**src/sv/assert_macros.svh**
```systemverilog
// Assertion macros shared by the payload notice parser RTL.
// Included by modules that check their own control logic; needs clk and rst in scope.
`ifndef ASSERT_MACROS_SVH
`define ASSERT_MACROS_SVH

// Same-cycle implication, disabled during reset.
`define ASSERT_IMPL(label, ante, cons, msg) \
  label: assert property (@(posedge clk) disable iff (rst) (ante) |-> (cons)) \
    else $error(msg);

// Next-cycle implication, disabled during reset.
`define ASSERT_NEXT(label, ante, cons, msg) \
  label: assert property (@(posedge clk) disable iff (rst) (ante) |=> (cons)) \
    else $error(msg);

`endif

```
**src/sv/pnp_pkg.sv**
```systemverilog
// Types, character codes and the keyword table of the payload notice parser.
// Used by pnp_core, payload_notice_parser and the testbench; depends on nothing.
`default_nettype none

package pnp_pkg;

  typedef enum logic [3:0] {
    PH_KEY_P    = 4'd0,
    PH_KEY_A1   = 4'd1,
    PH_KEY_Y    = 4'd2,
    PH_KEY_L    = 4'd3,
    PH_KEY_O    = 4'd4,
    PH_KEY_A2   = 4'd5,
    PH_KEY_D    = 4'd6,
    PH_COMMA    = 4'd7,
    PH_DIGITS   = 4'd8,
    PH_NEWLINE  = 4'd9,
    PH_PAYLOAD  = 4'd10
  } phase_t;

  typedef enum logic {
    KIND_DATA = 1'b0,
    KIND_DONE = 1'b1
  } kind_t;

  localparam logic [7:0] CHAR_COMMA   = 8'h2C;
  localparam logic [7:0] CHAR_NEWLINE = 8'h0A;
  localparam logic [7:0] CHAR_ZERO    = 8'h30;
  localparam logic [7:0] CHAR_NINE    = 8'h39;
  localparam logic [7:0] CAPACITY_RST = 8'd255;

  // One result beat as produced by the core.
  typedef struct packed {
    logic        valid;
    kind_t       kind;
    logic [7:0]  data_byte;
    logic [7:0]  byte_position;
    logic [15:0] announced_length;
  } result_t;

  // Expected letter of PAYLOAD for each keyword phase.
  function automatic logic [7:0] keyword_char(input phase_t p);
    logic [7:0] ch;
    ch = 8'h00;
    case (p)
      PH_KEY_P:  ch = 8'h50;
      PH_KEY_A1: ch = 8'h41;
      PH_KEY_Y:  ch = 8'h59;
      PH_KEY_L:  ch = 8'h4C;
      PH_KEY_O:  ch = 8'h4F;
      PH_KEY_A2: ch = 8'h41;
      PH_KEY_D:  ch = 8'h44;
      default:   ch = 8'h00;
    endcase
    return ch;
  endfunction

endpackage

`default_nettype wire

```
**src/sv/pnp_core.sv**
```systemverilog
// Parser state machine of the payload notice parser: phase, length and count.
// Depends on pnp_pkg and assert_macros.svh.
`default_nettype none

`include "assert_macros.svh"

module pnp_core (
  input  wire logic             clk,
  input  wire logic             rst,
  input  wire logic             step,
  input  wire logic [7:0]       rx_byte,
  input  wire logic [7:0]       capacity,
  output pnp_pkg::result_t      res
);
  import pnp_pkg::*;

  phase_t      phase, phase_next;
  logic [15:0] length_value, length_value_next;
  logic [7:0]  stored_count, stored_count_next;
  logic        room;
  logic        is_digit;

  assign room     = ({1'b0, stored_count} + 9'd1) < {1'b0, capacity};
  assign is_digit = (rx_byte >= CHAR_ZERO) && (rx_byte <= CHAR_NINE);

  always_ff @(posedge clk) begin
    if (rst) begin
      phase        <= PH_KEY_P;
      length_value <= 16'd0;
      stored_count <= 8'd0;
    end else if (step) begin
      phase        <= phase_next;
      length_value <= length_value_next;
      stored_count <= stored_count_next;
    end
  end

  always_comb begin
    phase_next                = phase;
    length_value_next         = length_value;
    stored_count_next         = stored_count;
    res.valid                 = 1'b0;
    res.kind                  = KIND_DATA;
    res.data_byte             = 8'd0;
    res.byte_position         = stored_count;
    res.announced_length      = length_value;
    unique case (phase) inside
      PH_KEY_P, PH_KEY_A1, PH_KEY_Y, PH_KEY_L, PH_KEY_O, PH_KEY_A2, PH_KEY_D: begin
        // a wrong letter restarts without retrying the byte
        if (rx_byte == keyword_char(phase)) phase_next = phase_t'(4'(phase) + 4'd1);
        else phase_next = PH_KEY_P;
      end
      PH_COMMA: begin
        if (rx_byte == CHAR_COMMA) begin
          phase_next        = PH_DIGITS;
          length_value_next = 16'd0;
        end
      end
      PH_DIGITS: begin
        if (is_digit) begin
          length_value_next = (length_value << 3) + (length_value << 1)
                              + {12'd0, rx_byte[3:0]};
        end else begin
          phase_next        = PH_NEWLINE;
          stored_count_next = 8'd0;
        end
      end
      PH_NEWLINE: begin
        if (rx_byte == CHAR_NEWLINE) phase_next = PH_PAYLOAD;
      end
      PH_PAYLOAD: begin
        res.valid = 1'b1;
        if (room && ({8'd0, stored_count} < length_value)) begin
          res.data_byte     = rx_byte;
          stored_count_next = stored_count + 8'd1;
        end else begin
          // drop this byte, report completion and restart
          res.kind          = KIND_DONE;
          stored_count_next = 8'd0;
          phase_next        = PH_KEY_P;
        end
      end
      default: phase_next = PH_KEY_P;
    endcase
  end

  `ASSERT_NEXT(a_done_restart, step && res.valid && res.kind == KIND_DONE,
    phase == PH_KEY_P && stored_count == 8'd0, "completion did not restart parser")
  `ASSERT_IMPL(a_data_in_bounds, step && res.valid && res.kind == KIND_DATA,
    {8'd0, stored_count} < length_value && stored_count < capacity,
    "payload byte passed beyond length or capacity")
  `ASSERT_NEXT(a_count_advance, step && res.valid && res.kind == KIND_DATA,
    stored_count == $past(stored_count) + 8'd1, "stored count did not advance")
  `ASSERT_IMPL(a_result_phase, res.valid, phase == PH_PAYLOAD,
    "result outside payload phase")

endmodule

`default_nettype wire

```
**src/sv/payload_notice_parser.sv**
```systemverilog
// Top level of the payload notice parser: input register, parser core, result register.
// Depends on pnp_pkg, pnp_core and assert_macros.svh.
//
//   channel | handshake             | payload
//   --------+-----------------------+---------------------------------------------------
//   input   | in_valid / in_ready   | rx_byte
//   result  | out_valid / out_ready | kind, data_byte, byte_position, announced_length
//   config  | cfg_valid / cfg_ready | cfg_data (buffer capacity)
//
// One byte is accepted per cycle while in_ready is high; its result, if any, is presented
// from the result register. The parser core computes the next phase, length and count
// combinationally between the input register and the result register.
// A stalled result register holds a full input register, which then holds in_ready low.
// Reset clears the phase, length and count and sets the capacity to 255; in_ready and
// cfg_ready stay low during reset, and cfg_ready is high otherwise.
`default_nettype none

`include "assert_macros.svh"

module payload_notice_parser (
  input  wire logic          clk,
  input  wire logic          rst,
  input  wire logic          in_valid,
  output logic               in_ready,
  input  wire logic [7:0]    rx_byte,
  output logic               out_valid,
  input  wire logic          out_ready,
  output logic               kind,
  output logic [7:0]         data_byte,
  output logic [7:0]         byte_position,
  output logic [15:0]        announced_length,
  input  wire logic          cfg_valid,
  output logic               cfg_ready,
  input  wire logic [7:0]    cfg_data
);
  import pnp_pkg::*;

  logic       s1_valid;
  logic [7:0] s1_byte;
  logic [7:0] capacity;
  logic       advance;
  logic       step;
  result_t    res;

  assign cfg_ready = !rst;
  assign advance   = !out_valid || out_ready;
  assign step      = s1_valid && advance;
  assign in_ready  = !rst && (!s1_valid || advance);

  always_ff @(posedge clk) begin
    if (rst) begin
      capacity <= CAPACITY_RST;
    end else if (cfg_valid && cfg_ready) begin
      capacity <= cfg_data;
    end
  end

  always_ff @(posedge clk) begin
    if (rst) begin
      s1_valid <= 1'b0;
    end else if (in_valid && in_ready) begin
      s1_valid <= 1'b1;
    end else if (step) begin
      s1_valid <= 1'b0;
    end
  end

  always_ff @(posedge clk) begin
    if (in_valid && in_ready) s1_byte <= rx_byte;
  end

  pnp_core u_core (
    .clk      (clk),
    .rst      (rst),
    .step     (step),
    .rx_byte  (s1_byte),
    .capacity (capacity),
    .res      (res)
  );

  always_ff @(posedge clk) begin
    if (rst) begin
      out_valid <= 1'b0;
    end else if (step && res.valid) begin
      out_valid <= 1'b1;
    end else if (out_ready) begin
      out_valid <= 1'b0;
    end
  end

  // load the result beat only when the core produces one
  always_ff @(posedge clk) begin
    if (step && res.valid) begin
      kind             <= res.kind;
      data_byte        <= res.data_byte;
      byte_position    <= res.byte_position;
      announced_length <= res.announced_length;
    end
  end

  `ASSERT_IMPL(a_ready_when_empty, !s1_valid, in_ready,
    "input refused with empty input register")
  `ASSERT_NEXT(a_stall_holds_stage, s1_valid && out_valid && !out_ready,
    s1_valid && s1_byte == $past(s1_byte), "input register lost a byte under stall")
  `ASSERT_NEXT(a_done_has_no_data, step && res.valid && res.kind == KIND_DONE,
    out_valid && data_byte == 8'd0, "completion beat carries data")

endmodule

`default_nettype wire

```
**config.mk**
```make
export PLATFORM = sky130hd
export DESIGN_NAME = payload_notice_parser
export DESIGN_NICKNAME = d
export VERILOG_FILES = /design/src/sv/pnp_pkg.sv /design/src/sv/pnp_core.sv /design/src/sv/payload_notice_parser.sv
export VERILOG_INCLUDE_DIRS = /design/src /design/src/sv
export SDC_FILE = /design/constraint.sdc
export NUM_CORES = 1
export LEC_CHECK = 0
export ABC_AREA = 1
export BUFFER_PORTS_ARGS = -buffer_cell sky130_fd_sc_hd__buf_2
export CAP_MARGIN = 20
export CORE_ASPECT_RATIO = 0.7
export CORE_UTILIZATION = 54
export CTS_CLUSTER_SIZE = 40
export DETAILED_ROUTE_END_ITERATION = 8
export GPL_ROUTABILITY_DRIVEN = 0
export PLACE_DENSITY = 0.75
export SLEW_MARGIN = 5
export SYNTH_ARGS = -nofsm -noshare
export SYNTH_HDL_FRONTEND = slang
export SYNTH_SLANG_ARGS = --single-unit
```
**constraint.sdc**
```tcl
create_clock -name clk -period 6.4 [get_ports clk]
set_input_delay 1.28 -clock clk [delete_from_list [all_inputs] [get_ports clk]]
set_output_delay 1.28 -clock clk [all_outputs]
set_load 0.1 [all_outputs]
```
### Word-level counts from Yosys, hierarchy flattened

Index checks and enable logic that the tools add are counted.

| storage, ports and cells | value |
|---|---|
| register bits | 79 |
| input port bits | 21 |
| word-level logic and storage cells | 82 |

| cells by class | value |
|---|---|
| $add $sub $neg | 5 |
| order comparisons | 4 |
| equal/unequal tests | 18 |
| muxes and demuxes | 21 |
| reduce and logical (&&, ||, !) cells | 23 |

Operators with widths:

| operator | number |
|---|---|
| one-hot mux 7 bit (6 select lines) | 1 |
| two-way mux 16 bit | 2 |
| two-way mux 8 bit | 4 |
| one-hot mux 16 bit (2 select lines) | 1 |
| two-way mux 4 bit | 5 |
| one-hot mux 4 bit (5 select lines) | 1 |
| adder 16 bit | 1 |
| adder 16 x 4 -> 16 bit | 1 |
| == test 4 x 3 -> 1 bit (second input constant) | 4 |
| less-than comparator 8 x 16 -> 1 bit | 1 |
| one-hot mux 8 bit (2 select lines) | 1 |
| == test 4 bit (second input constant) | 3 |
| two-way mux 10 bit | 1 |
| adder 8 x 1 -> 9 bit (second input constant) | 1 |
| less-than comparator 9 x 8 -> 1 bit | 1 |
| adder 8 x 1 -> 8 bit (second input constant) | 1 |
| == test 4 x 2 -> 1 bit (second input constant) | 2 |
| == test 8 x 4 -> 1 bit (second input constant) | 1 |
| == test 8 x 6 -> 1 bit (second input constant) | 1 |
| == test 8 bit | 1 |
| greater-or-equal comparator 8 x 6 -> 1 bit (second input constant) | 1 |
| less-or-equal comparator 8 x 6 -> 1 bit (second input constant) | 1 |
| inequality test 2 bit (second input constant) | 4 |
| nonzero test 2 bit | 4 |
| 14 further kinds | 27 |

### Logic depth before layout (Yosys ltp)

Gate-level depths: netlist of run 1.

| logic depth | value |
|---|---|
| depth in word-level cells | 7 |
| mapped depth | 18 |
| gate-level depth less buffers | 18 |

### Cells and area by module

Synthesis of run 1 repeated with hierarchy kept, for this count alone.

| unflattened totals | value |
|---|---|
| cell total of the unflattened synthesis | 576 |
| area, all modules | 4769.6 um^2 |

By module, submodules not included:

| module | times used | cells each | area an instance (um^2) |
|---|---|---|---|
| pnp_core | 1 | 482 | 3121.7 |
| payload_notice_parser | 1 | 94 | 1647.8 |

### Least setup slack after synthesis of run 1

OpenSTA, ideal clock, no wires.

| timing path | value |
|---|---|
| kind | input -> output |
| start point | in rst |
| end point | out in_ready |
| arrival | 2903 ps |
| slack | 2217 ps |
| stages | 4 |
| cell sequence | clkbuf_1 clkinv_1 nand2_1 inv_1 |

| between the ends | value |
|---|---|
| longest elaborated chain between the ends | 2 |

Ends and longest elaborated chain:

| what | line | RTL |
|---|---|---|
| start, declared | payload_notice_parser.sv:22 | `input wire logic rst,` |
| zero test 1 bit | - |  |
| net cfg_ready | payload_notice_parser.sv:33 | `output logic cfg_ready,` |
| logical AND 1 bit | payload_notice_parser.sv:48 | `assign in_ready = !rst && (!s1_valid \|\| advance);` |
| end, declared | payload_notice_parser.sv:24 | `output logic in_ready,` |

The timed path passes the listed nets, and every way through them passes these cells.

### Final worst setup path of run 1

| timing path | value |
|---|---|
| start point | in rst |
| end point | out in_ready |

| between the ends | value |
|---|---|
| longest elaborated chain between the ends | 2 |

Ends and longest elaborated chain:

| what | line |
|---|---|
| zero test 1 bit | payload_notice_parser.sv:48 |
| logical AND 1 bit | payload_notice_parser.sv:48 |

No other way between the ends.

==> results.yml, run 1 <==
outcome:
  status: "finished, final reports clean"
global_route:
  grt.total_usage_pct: 23.43
  grt_overflow: 0
  grt_pass1_wl_um: 16400
  grt_pass1_vias: 3374
  grt_max_degree: 34
  antenna_found_initial: 0
die:
  start_util_pct: 55.74
  dieArea_mm2: 0.009136
  core_mm2: 0.008478
  io_pins: 57
  die_w_um: 113.8
  rows: 28
  die_y_um: 80.27
worst_hold_path:
  hold_start: "u_core.length_value[15]"
  hold_depth: 0
  hp-class: "register to register"
  hold_path_end: "announced_length[15]"
synth:
  synth.area.top_cells: "edfxtp_1 26%, dfxtp_1 16%, ha_1 12%"
  ys_types: 42
  synth_ff_type: "edfxtp_1"
  yosys_warnings: 0
  syn_area_mm2: 0.004726
  synth_cells: 557
  async_flop_share_pct: 0
  yosys.area.top_type_share_pct: 26.05
  synth_nets: 625
  synth_top_cell_by_area: "edfxtp_1"
  ys_seq_area_share_pct: 42.15
  yosysMostFrequentCell: "nand2_1"
  synth-edff-count: 41
  synth_common_cells: "120 x nand2_1, 77 x inv_1, 53 x nor2_1"
  syn_avg_cell_area_um2: 8.484
  ys_seq_elements: 79
timing:
  min_period_ps: 4000
  slew_headroom_pct: 51.99
  worst_slew_pin_slew_ps: 717.5
  rsz0062_at_grt: "false"
  hold_slack_ps: 476.0
  fmax_ghz: 0.2500
  fin_worst_skew_ps: 5.303
  hold_viol: 0
  finalMaxSlewViolations: 0
  tns_ps: 0
  setup_viol: 0
  period_share_pct: 62.50
setup_path:
  r2r_slack_ps: 3600
  r2r_start: "s1_byte[3]"
  cp-startpoint: "rst"
  cp_max_fo: 33
  r2r_end: "u_core.length_value[12]"
  reg2reg_depth: 12
  crit_top_cell: "buf_2"
  crit_required_ps: 5120
  crit_chain: "buf_2 -> clkinv_1 -> nand2_1 -> inv_1 -> buf_2"
  critPathLaunchType: "input pin"
  slowest_stage: "buf_2"
  crit_type: "input pin to primary output"
  endpoint_kind: "primary output"
  arrival_ps: 2720
  slowest_delay_ps: 540
detailed_routing:
  viasPerCell: 5.040
  wl_per_cell_um: 13.54
  num_vias: 3740
  routed_wl_um: 10050
  drc_errors: 0
  firstDrtPassIters: 4
  ant_nets: 0
  drt_iter0_drc: 263
job:
  maxCapViolCount: 0
cells_and_area:
  multi_input_area_mm2: 0.002361
  nNetsFinal: 685
  nFillCells: 715
  antennaDiodeCount: 0
  regArea_mm2: 0.001992
  drive_gt1_share_pct: 20.74
  areaGrowthSynthToFinish_pct: 15.73
place:
  portBuffers: 56
  hpwl_um: 7465
clocking:
  cts_htree_levels: 3
  ctsResizeCount: 0
  cts_root_buf: "clkbuf_16"
  post_cts_buffers: 0
  tritoncts: "done"
  hold_buffers: 0
  cts-buffers-inserted: 9
  clock-sinks: 79
  cts.clk_slew.worst_paths_ps: 60
  clockBufferDepth: 2
  clk_latency_ps: 340
pwr:
  leakage_uw: 0.002644
  peakVddDrop_mv: 0.1657
  p_per_area_mw_per_mm2: 222.0
==> cell type report <==
cell class | count | share of cell area, %
repair buffers | 57 | 5.262
clock buffers | 9 | 4.118
multi-input cells | 387 | 43.17
flip-flops and latches | 79 | 36.42
well taps | 120 | 2.745
inverters | 83 | 5.925
clock inverters | 7 | 2.356
==> routing by layer <==
| metal | GRT usage [%] | vias up | wire, um |
|---|---|---|---|
| li1 | - | 1943 | - |
| met1 | 33.13 | 1708 | 5017 |
| met2 | 35.55 | 82 | 4441 |
| met3 | 6.038 | 7 | 498 |
| met4 | 6.104 | 0 | 92 |
| met5 | 0 | - | 0 |
==> worst max-delay path: cells and delay by family <==
family,cells,cell delay (ps)
buf+inv,4,1250
simple gates,1,180
==> cells in the final DEF, fill, tap and decap left out, types with 3 or more instances in the layout <==
cell,n
buf_2,56
nor2_1,52
nor3_1,7
bufinv_16,3
nor2_4,3
clkinv_4,3
nor2_2,5
xor2_1,11
inv_1,77
nand3_1,20
or2_2,5
ha_1,45
o21ai_0,15
clkbuf_16,9
a21oi_2,11
edfxtp_1,41
nand2_1,120
nor4_1,3
a21oi_1,40
nand3_2,8
nand2_2,12
o21bai_1,4
dfxtp_1,38
nand4_1,8
==> sequential cells by signal, summed over array words and instances (netlist names) <==
register	cells
u_core.length_value	16
data_byte	8
u_core.phase	4
u_core.stored_count	8
kind	1
out_valid	1
announced_length	16
byte_position	8
capacity	8
s1_byte	8
s1_valid	1
==> cell families (layout without fill, tap and decap cells) <==
family | after synthesis | count (layout) | share of synthesized area, %
simple gates | 252 | 252 | 25.44
buf+inv | 91 | 156 | 7.943
flops | 79 | 79 | 42.15
compound gates | 75 | 75 | 9.293
fa+ha+maj | 47 | 47 | 12.76
xor+xnor | 13 | 13 | 2.409
==> how the worst max path moves through the flow <==
stage,cells past startpoint,endpoint,slack (ps)
after floorplan,4,in_ready,2220
after global placement,5,in_ready,2420
after detailed placement,5,in_ready,2390
after global routing,5,in_ready,2250
after CTS,5,in_ready,2380
final,5,in_ready,2400
==> where the power goes <==
part | leakage, uW | internal, uW | switching (uW)
clock network | 0.000170 | 387 | 215
registers | 0.000726 | 537 | 6.47
logic | 0.00175 | 21.5 | 47.9
total | 0.00264 | 945 | 269
==> stage by stage <==
stage	instances	cell area [um^2]	power [uW]	util, %	setup WS, ps
4_1_cts	742	5469	1223	64.51	2385
3_5_place_dp	726	5115	622.8	60.33	2388
3_3_place_gp	726	5115	620.4	60.33	2420
2_1_floorplan	557	4726	604.9	-	2217
5_1_grt	742	5469	1253	64.51	2247
6_report	742	5469	1214	64.51	2400
(Power assumes the default switching activity.)
==> run 2: changes to the inputs <==
--- a/config.mk
+++ b/config.mk
@@ -6,7 +6,7 @@
 export SDC_FILE = /design/constraint.sdc
 export NUM_CORES = 1
 export LEC_CHECK = 0
-export ABC_AREA = 1
+export ABC_AREA = 0
 export BUFFER_PORTS_ARGS = -buffer_cell sky130_fd_sc_hd__buf_2
 export CAP_MARGIN = 20
 export CORE_ASPECT_RATIO = 0.7
==> constraint.sdc (replaced) <==
create_clock -name clk -period 3.87 [get_ports clk]
set_input_delay 0.774 -clock clk [delete_from_list [all_inputs] [get_ports clk]]
set_output_delay 0.774 -clock clk [all_outputs]
set_load 0.1 [all_outputs]
==> run 2 against run 1 <==
Effect of this change: critical path depth up 8; final cell count down 18%; area after synthesis down 7.4%; clock power up 61%; count of clock-buffer cells in the layout unchanged; register-to-register slack worse by 2900 ps; first-iteration DRC count down 4.9%; synthesized cell count down 20%; hold slack better by 4.2 ps; clock skew up 2.1 ps; total power up 60%; sequential share of layout area up 2.7 points.
==> results.yml, run 2 <==
cells_and_area:
  areaGrowthSynthToFinish_pct: 16.27
  nFillCells: 627
  final_cell_mix: "56 x buf_2, 45 x nand2_1, 45 x ha_1"
  nNetsFinal: 567
  drive_gt1_share_pct: 17.06
  fin_util_pct: 64.65
  fin_cells: 605
  antennaDiodeCount: 0
  largest_registers: "announced_length x16, u_core.length_value x16"
  layout_commonest_cell: "buf_2"
job:
  maxCapViolCount: 0
setup_path:
  reg2reg_depth: 13
  endpoint_kind: "register"
  crit_chain: "nand3_1 -> nor2_1 -> nand3_1 -> xnor2_1 -> ha_1 -> and4_1 -> nand2_1 -> o22ai_1 -> nor3_2 -> buf_4 -> and2_1 -> o21ai_0 -> a21oi_1"
  r2r_start: "u_core.stored_count[2]"
  crit_type: "register to register"
  cp_max_fo: 10
  crit_top_cell: "nand3_1"
  crit_required_ps: 4130
  cp_top_family: "simple AND/OR/NAND/NOR gates"
  critPathLaunchType: "register"
  r2r_end: "u_core.stored_count[2]"
  slowest_stage: "dfxtp_1"
  r2r_slack_ps: 720
  crit_buf_inv: 1
  crit_cells: 13
  arrival_ps: 3410
  slowest_delay_ps: 500
pwr:
  peakVddDrop_mv: 0.3199
  p_per_area_mw_per_mm2: 382.2
  leakage_uw: 0.002065
detailed_routing:
  ant_nets: 0
  routed_wl_um: 9518
  drc_errors: 0
  dr.max_layer_used: "met4"
  wl_met3_um: 613
  num_vias: 3463
  firstDrtPassIters: 4
  wl_met2_um: 4188
  drt_iter0_drc: 250
  viasPerCell: 5.724
  met1_length_um: 4621
  wl_per_cell_um: 15.73
timing:
  hold_viol: 0
  rsz0062_at_grt: "false"
  period_share_pct: 81.30
  fin_ws_ps: 723.6
  worst_slew_pin_slew_ps: 665.7
  fin_worst_skew_ps: 7.438
  finalMaxSlewViolations: 0
  slew_headroom_pct: 55.36
  fmax_ghz: 0.3178
  setup_viol: 0
  min_period_ps: 3146
  tns_ps: 0
worst_hold_path:
  hold_depth: 2
  hp-class: "register to register"
  hold_start: "capacity[0]"
  hold_path_end: "capacity[0]"
die:
  core_mm2: 0.007871
  die_y_um: 77.32
  die_w_um: 109.6
  io_pins: 57
  dieArea_mm2: 0.008475
  rows: 27
  start_util_pct: 55.60
synth:
  synth_cells: 445
  ys_types: 56
  synth_nets: 513
  yosys_warnings: 0
  synth_top_cell_by_area: "edfxtp_1"
  syn_avg_cell_area_um2: 9.835
  async_flop_share_pct: 0
  synth_common_cells: "45 x ha_1, 45 x nand2_1, 41 x edfxtp_1"
  synth.area.top_cells: "edfxtp_1 28%, dfxtp_1 17%, ha_1 13%"
  yosys.area.top_type_share_pct: 28.13
  synth_ff_type: "edfxtp_1"
  ys_seq_area_share_pct: 45.51
  ys_seq_elements: 79
  synth-edff-count: 41
  syn_area_mm2: 0.004377
clocking:
  post_cts_buffers: 0
  clk_latency_ps: 340
  hold_buffers: 0
  cts-buffers-inserted: 9
  clock-sinks: 79
  cts.clk_slew.worst_paths_ps: 60
  clockBufferDepth: 2
  cts_root_buf: "clkbuf_16"
  tritoncts: "done"
  ctsResizeCount: 0
  cts_htree_levels: 3
outcome:
  status: "finished, final reports clean"
global_route:
  grt_max_degree: 34
  grt.total_usage_pct: 24.33
  grt_overflow: 0
  grt_pass1_wl_um: 15770
  grt_pass1_vias: 3245
  antenna_found_initial: 0
place:
  pre_cts_slack_ps: 830.1
  hpwl_um: 6819
  portBuffers: 56
  placed_cells: 589
run 2: worst max-delay path by stage:
| stage | startpoint | to | slack, ps |
|---|---|---|---|
| 4_1_cts | u_core.stored_count[2] | u_core.stored_count[2] | 760 |
| 2_1_floorplan | out_valid | s1_byte[0] | 650 |
| 5_1_grt | u_core.stored_count[2] | u_core.stored_count[5] | 490 |
| 6_report | u_core.stored_count[2] | u_core.stored_count[2] | 720 |
| 3_3_place_gp | u_core.stored_count[2] | u_core.stored_count[5] | 970 |
| 3_5_place_dp | u_core.stored_count[2] | u_core.stored_count[4] | 830 |
run 2: layout make-up:
class                   count  area [um^2]  share of cell area (%)
multi-input cells         325         2230                   43.82
flip-flops and latches     79         1992                   39.14
repair buffers             59        302.8                   5.950
clock buffers               9        225.2                   4.426
well taps                 101        126.4                   2.483
clock inverters             7        118.9                   2.336
inverters                  25        93.84                   1.844
run 2: power breakdown:
group / switching [uW] / total (uW) / internal [uW]
Combinational: 47.7 / 77.3 / 29.6
Sequential: 10.4 / 896 / 886
Clock: 340 / 972 / 632
Total: 398 / 1940 / 1550
run 2: cell families after synthesis:
logic type	synth area share, %
compound gates	14.29
flops	45.51
buf+inv	3.602
mux	0.2287
simple gates	18.58
fa+ha+maj	13.78
xor+xnor	4.002
run 2: layer usage:
| layer | up-vias | track usage [%] |
|---|---|---|
| li1 | 1729 | - |
| met1 | 1621 | 35.05 |
| met2 | 105 | 35.91 |
| met3 | 8 | 5.782 |
| met4 | 0 | 7.467 |
| met5 | - | 0 |
run 2: through the flow:
stage               power, uW  cell area [um^2]  hold slack, ps
floorplan               965.1              4377           431.9
global placement        986.4              4745           452.7
detailed placement      989.9              4745           470.8
CTS                      1952              5089           488.1
global route             1997              5089           500.6
finish                   1945              5089           480.2
run 2: worst reg2reg max path: cells and delay by family, from the launching register on:
| kind | cells | cell delay [ps] |
|---|---|---|
| and+or+nand+nor | 7 | 1440 |
| adders and majority gates | 1 | 280 |
| AOI/OAI and AO/OA | 3 | 460 |
| DFF | 1 | 500 |
| buffers and inverters | 1 | 180 |
| xor gates and xnor gates | 1 | 200 |
==> run 3: changes to the inputs <==
--- a/config.mk
+++ b/config.mk
@@ -10,11 +10,11 @@
 export BUFFER_PORTS_ARGS = -buffer_cell sky130_fd_sc_hd__buf_2
 export CAP_MARGIN = 20
 export CORE_ASPECT_RATIO = 0.7
-export CORE_UTILIZATION = 54
+export CORE_UTILIZATION = 52
 export CTS_CLUSTER_SIZE = 40
 export DETAILED_ROUTE_END_ITERATION = 8
 export GPL_ROUTABILITY_DRIVEN = 0
-export PLACE_DENSITY = 0.75
+export PLACE_DENSITY = 0.76
 export SLEW_MARGIN = 5
 export SYNTH_ARGS = -nofsm -noshare
 export SYNTH_HDL_FRONTEND = slang
==> constraint.sdc (replaced) <==
create_clock -name clk -period 2.7 [get_ports clk]
set_input_delay 0.54 -clock clk [delete_from_list [all_inputs] [get_ports clk]]
set_output_delay 0.54 -clock clk [all_outputs]
set_load 0.1 [all_outputs]
==> run 3 against run 2 <==
Effect of this change: the flow now finishes with violations (DRC); global-route usage fell by 0.14 points; clock skew grew 0.63 ps; core utilization grew 2.8 points; design area increased by 6.1%; hold slack got worse by 120 ps; wire length increased by 11%; flip-flop and latch count unchanged; critical path type unchanged; largest cell class unchanged.
==> results.yml, run 3 (same netlist as run 2, synthesis figures left out) <==
clocking:
  clockBufferDepth: 2
  cts-buffers-inserted: 9
  cts_htree_levels: 3
  clock-sinks: 79
  hold_buffers: 0
  tritoncts: "done"
  cts.clk_slew.worst_paths_ps: 60
  cts_root_buf: "clkbuf_16"
  clk_latency_ps: 350
timing:
  period_share_pct: 98.92
  slew_headroom_pct: 67.11
  hold_viol: 0
  tns_ps: 0
  fin_ws_ps: 29.23
  worst_slew_pin_slew_ps: 496.7
  finalMaxSlewViolations: 0
  min_period_ps: 2671
  setup_viol: 0
  fmax_ghz: 0.3744
  fin_worst_skew_ps: 8.071
pwr:
  leakage_uw: 0.002247
  peakVddDrop_mv: 0.3129
  p_per_area_mw_per_mm2: 479.9
  switchingPower_uw: 629.2
  clockPowerShare_pct: 45.6
  pwr-share-seq_pct: 49.4
  combPwrFrac_pct: 5.0
  p_int_uw: 1963
  p_sw_share_pct: 24.27
cells_and_area:
  antennaDiodeCount: 0
  drive_gt1_share_pct: 26.44
  fin_util_pct: 67.46
  final_cell_mix: "56 x buf_2, 45 x nand2_1, 44 x ha_1"
  areaGrowthSynthToFinish_pct: 23.41
  nFillCells: 614
  nNetsFinal: 600
  layout_commonest_cell: "buf_2"
  largest_registers: "announced_length x16, u_core.length_value x16"
outcome:
  status: "complete, but fails checks"
  violations: "DRC"
global_route:
  grt_max_degree: 34
  grt_overflow: 0
  grt.total_usage_pct: 24.19
  grt_pass1_vias: 3335
  grt_pass1_wl_um: 16440
  antenna_found_initial: 0
setup_path:
  crit_required_ps: 2920
  endpoint_kind: "register"
  slowest_stage: "dfxtp_2"
  slowest_delay_ps: 360
  critPathLaunchType: "register"
  crit_chain: "ha_4 -> nand4_1 -> or2_4 -> xnor2_2 -> ha_1 -> and4_1 -> nand2_1 -> o22ai_2 -> nor3_2 -> buf_4 -> a21oi_4 -> a21boi_2 -> o32ai_2"
  crit_type: "register to register"
  cp_max_fo: 7
  arrival_ps: 2890
detailed_routing:
  routed_wl_um: 10520
  drt_iter0_drc: 316
  ant_nets: 0
  wl_per_cell_um: 16.49
  drc_errors: 4
  num_vias: 3721
  firstDrtPassIters: 8
  viasPerCell: 5.832
die:
  io_pins: 57
  dieArea_mm2: 0.008793
  rows: 27
  core_mm2: 0.008006
  die_y_um: 78.76
  start_util_pct: 54.66
  die_w_um: 111.7
place:
  portBuffers: 56
  pre_cts_slack_ps: -93.23
  hpwl_um: 7413
worst_hold_path:
  hp-class: "input pin to register"
job:
  maxCapViolCount: 0
==> run 3: critical path, delay by kind of cell, from the launching register on <==
| family | cells | cell delay (ps) |
|---|---|---|
| buffers and inverters | 1 | 160 |
| AO/OA/AOI/OAI | 4 | 670 |
| AND/OR/NAND/NOR | 5 | 760 |
| adder cells (fa/ha/maj) | 2 | 450 |
| flip-flops | 1 | 360 |
| XOR/XNOR | 1 | 130 |
==> run 3: path summary, 6_finish.rpt <==
path | start | cells after the start | slack, ps | to
worst max-delay path | u_core.stored_count[0] | 13 | 30 | u_core.phase[3]
worst min-delay path | rx_byte[1] | 1 | 360 | s1_byte[1]
worst max register to register | u_core.stored_count[0] | 13 | 30 | u_core.phase[3]
worst min register to register | u_core.length_value[15] | 0 | 500 | announced_length[15]
==> run 3: area by class of cell <==
type	count	area (um^2)	share of cell area, %
inverter	25	93.84	1.737
sequential	79	1997	36.97
timing repair buffer	92	558.0	10.33
clock inverter	7	65.06	1.205
multi-input combinational	325	2336	43.25
clock buffer	9	225.2	4.170
tap	101	126.4	2.340
==> run 3: per-layer routing <==
metal / up-vias / global-route usage (%) / share of wire, % / routed length (um)
li1: 1798 / - / - / -
met1: 1750 / 33.33 / 46 / 4848
met2: 152 / 37.08 / 45 / 4779
met3: 21 / 6.489 / 7.1 / 751
met4: 0 / 7.838 / 1.3 / 139
met5: - / 0 / 0 / 0
==> run 3: timing repair <==
action                                  in CTS  in global routing
pin swaps                                    3                 14
buffers inserted                             2                 10
endpoints found under the setup margin      13                 24
resized for setup                            3                 19
==> run 3: power by group through the flow <==
stage	sequential, uW	clock, uW	combinational [uW]
2_1_floorplan	1310	0	78.6
3_3_place_gp	1310	0	117
3_5_place_dp	1310	0	121
4_1_cts	1280	1200	123
5_1_grt	1280	1260	141
6_report	1280	1180	130
==> run 3: per-stage QoR <==
| stage | power, uW | hold slack [ps] | std cells | area [um^2] |
|---|---|---|---|---|
| after floorplan | 1384 | 431.9 | 445 | 4410 |
| after global placement | 1422 | 456.9 | 611 | 4936 |
| after detailed placement | 1427 | 466.3 | 611 | 4936 |
| after CTS | 2602 | 358.5 | 629 | 5249 |
| after global routing | 2678 | 354.5 | 638 | 5401 |
| final | 2592 | 364.9 | 638 | 5401 |
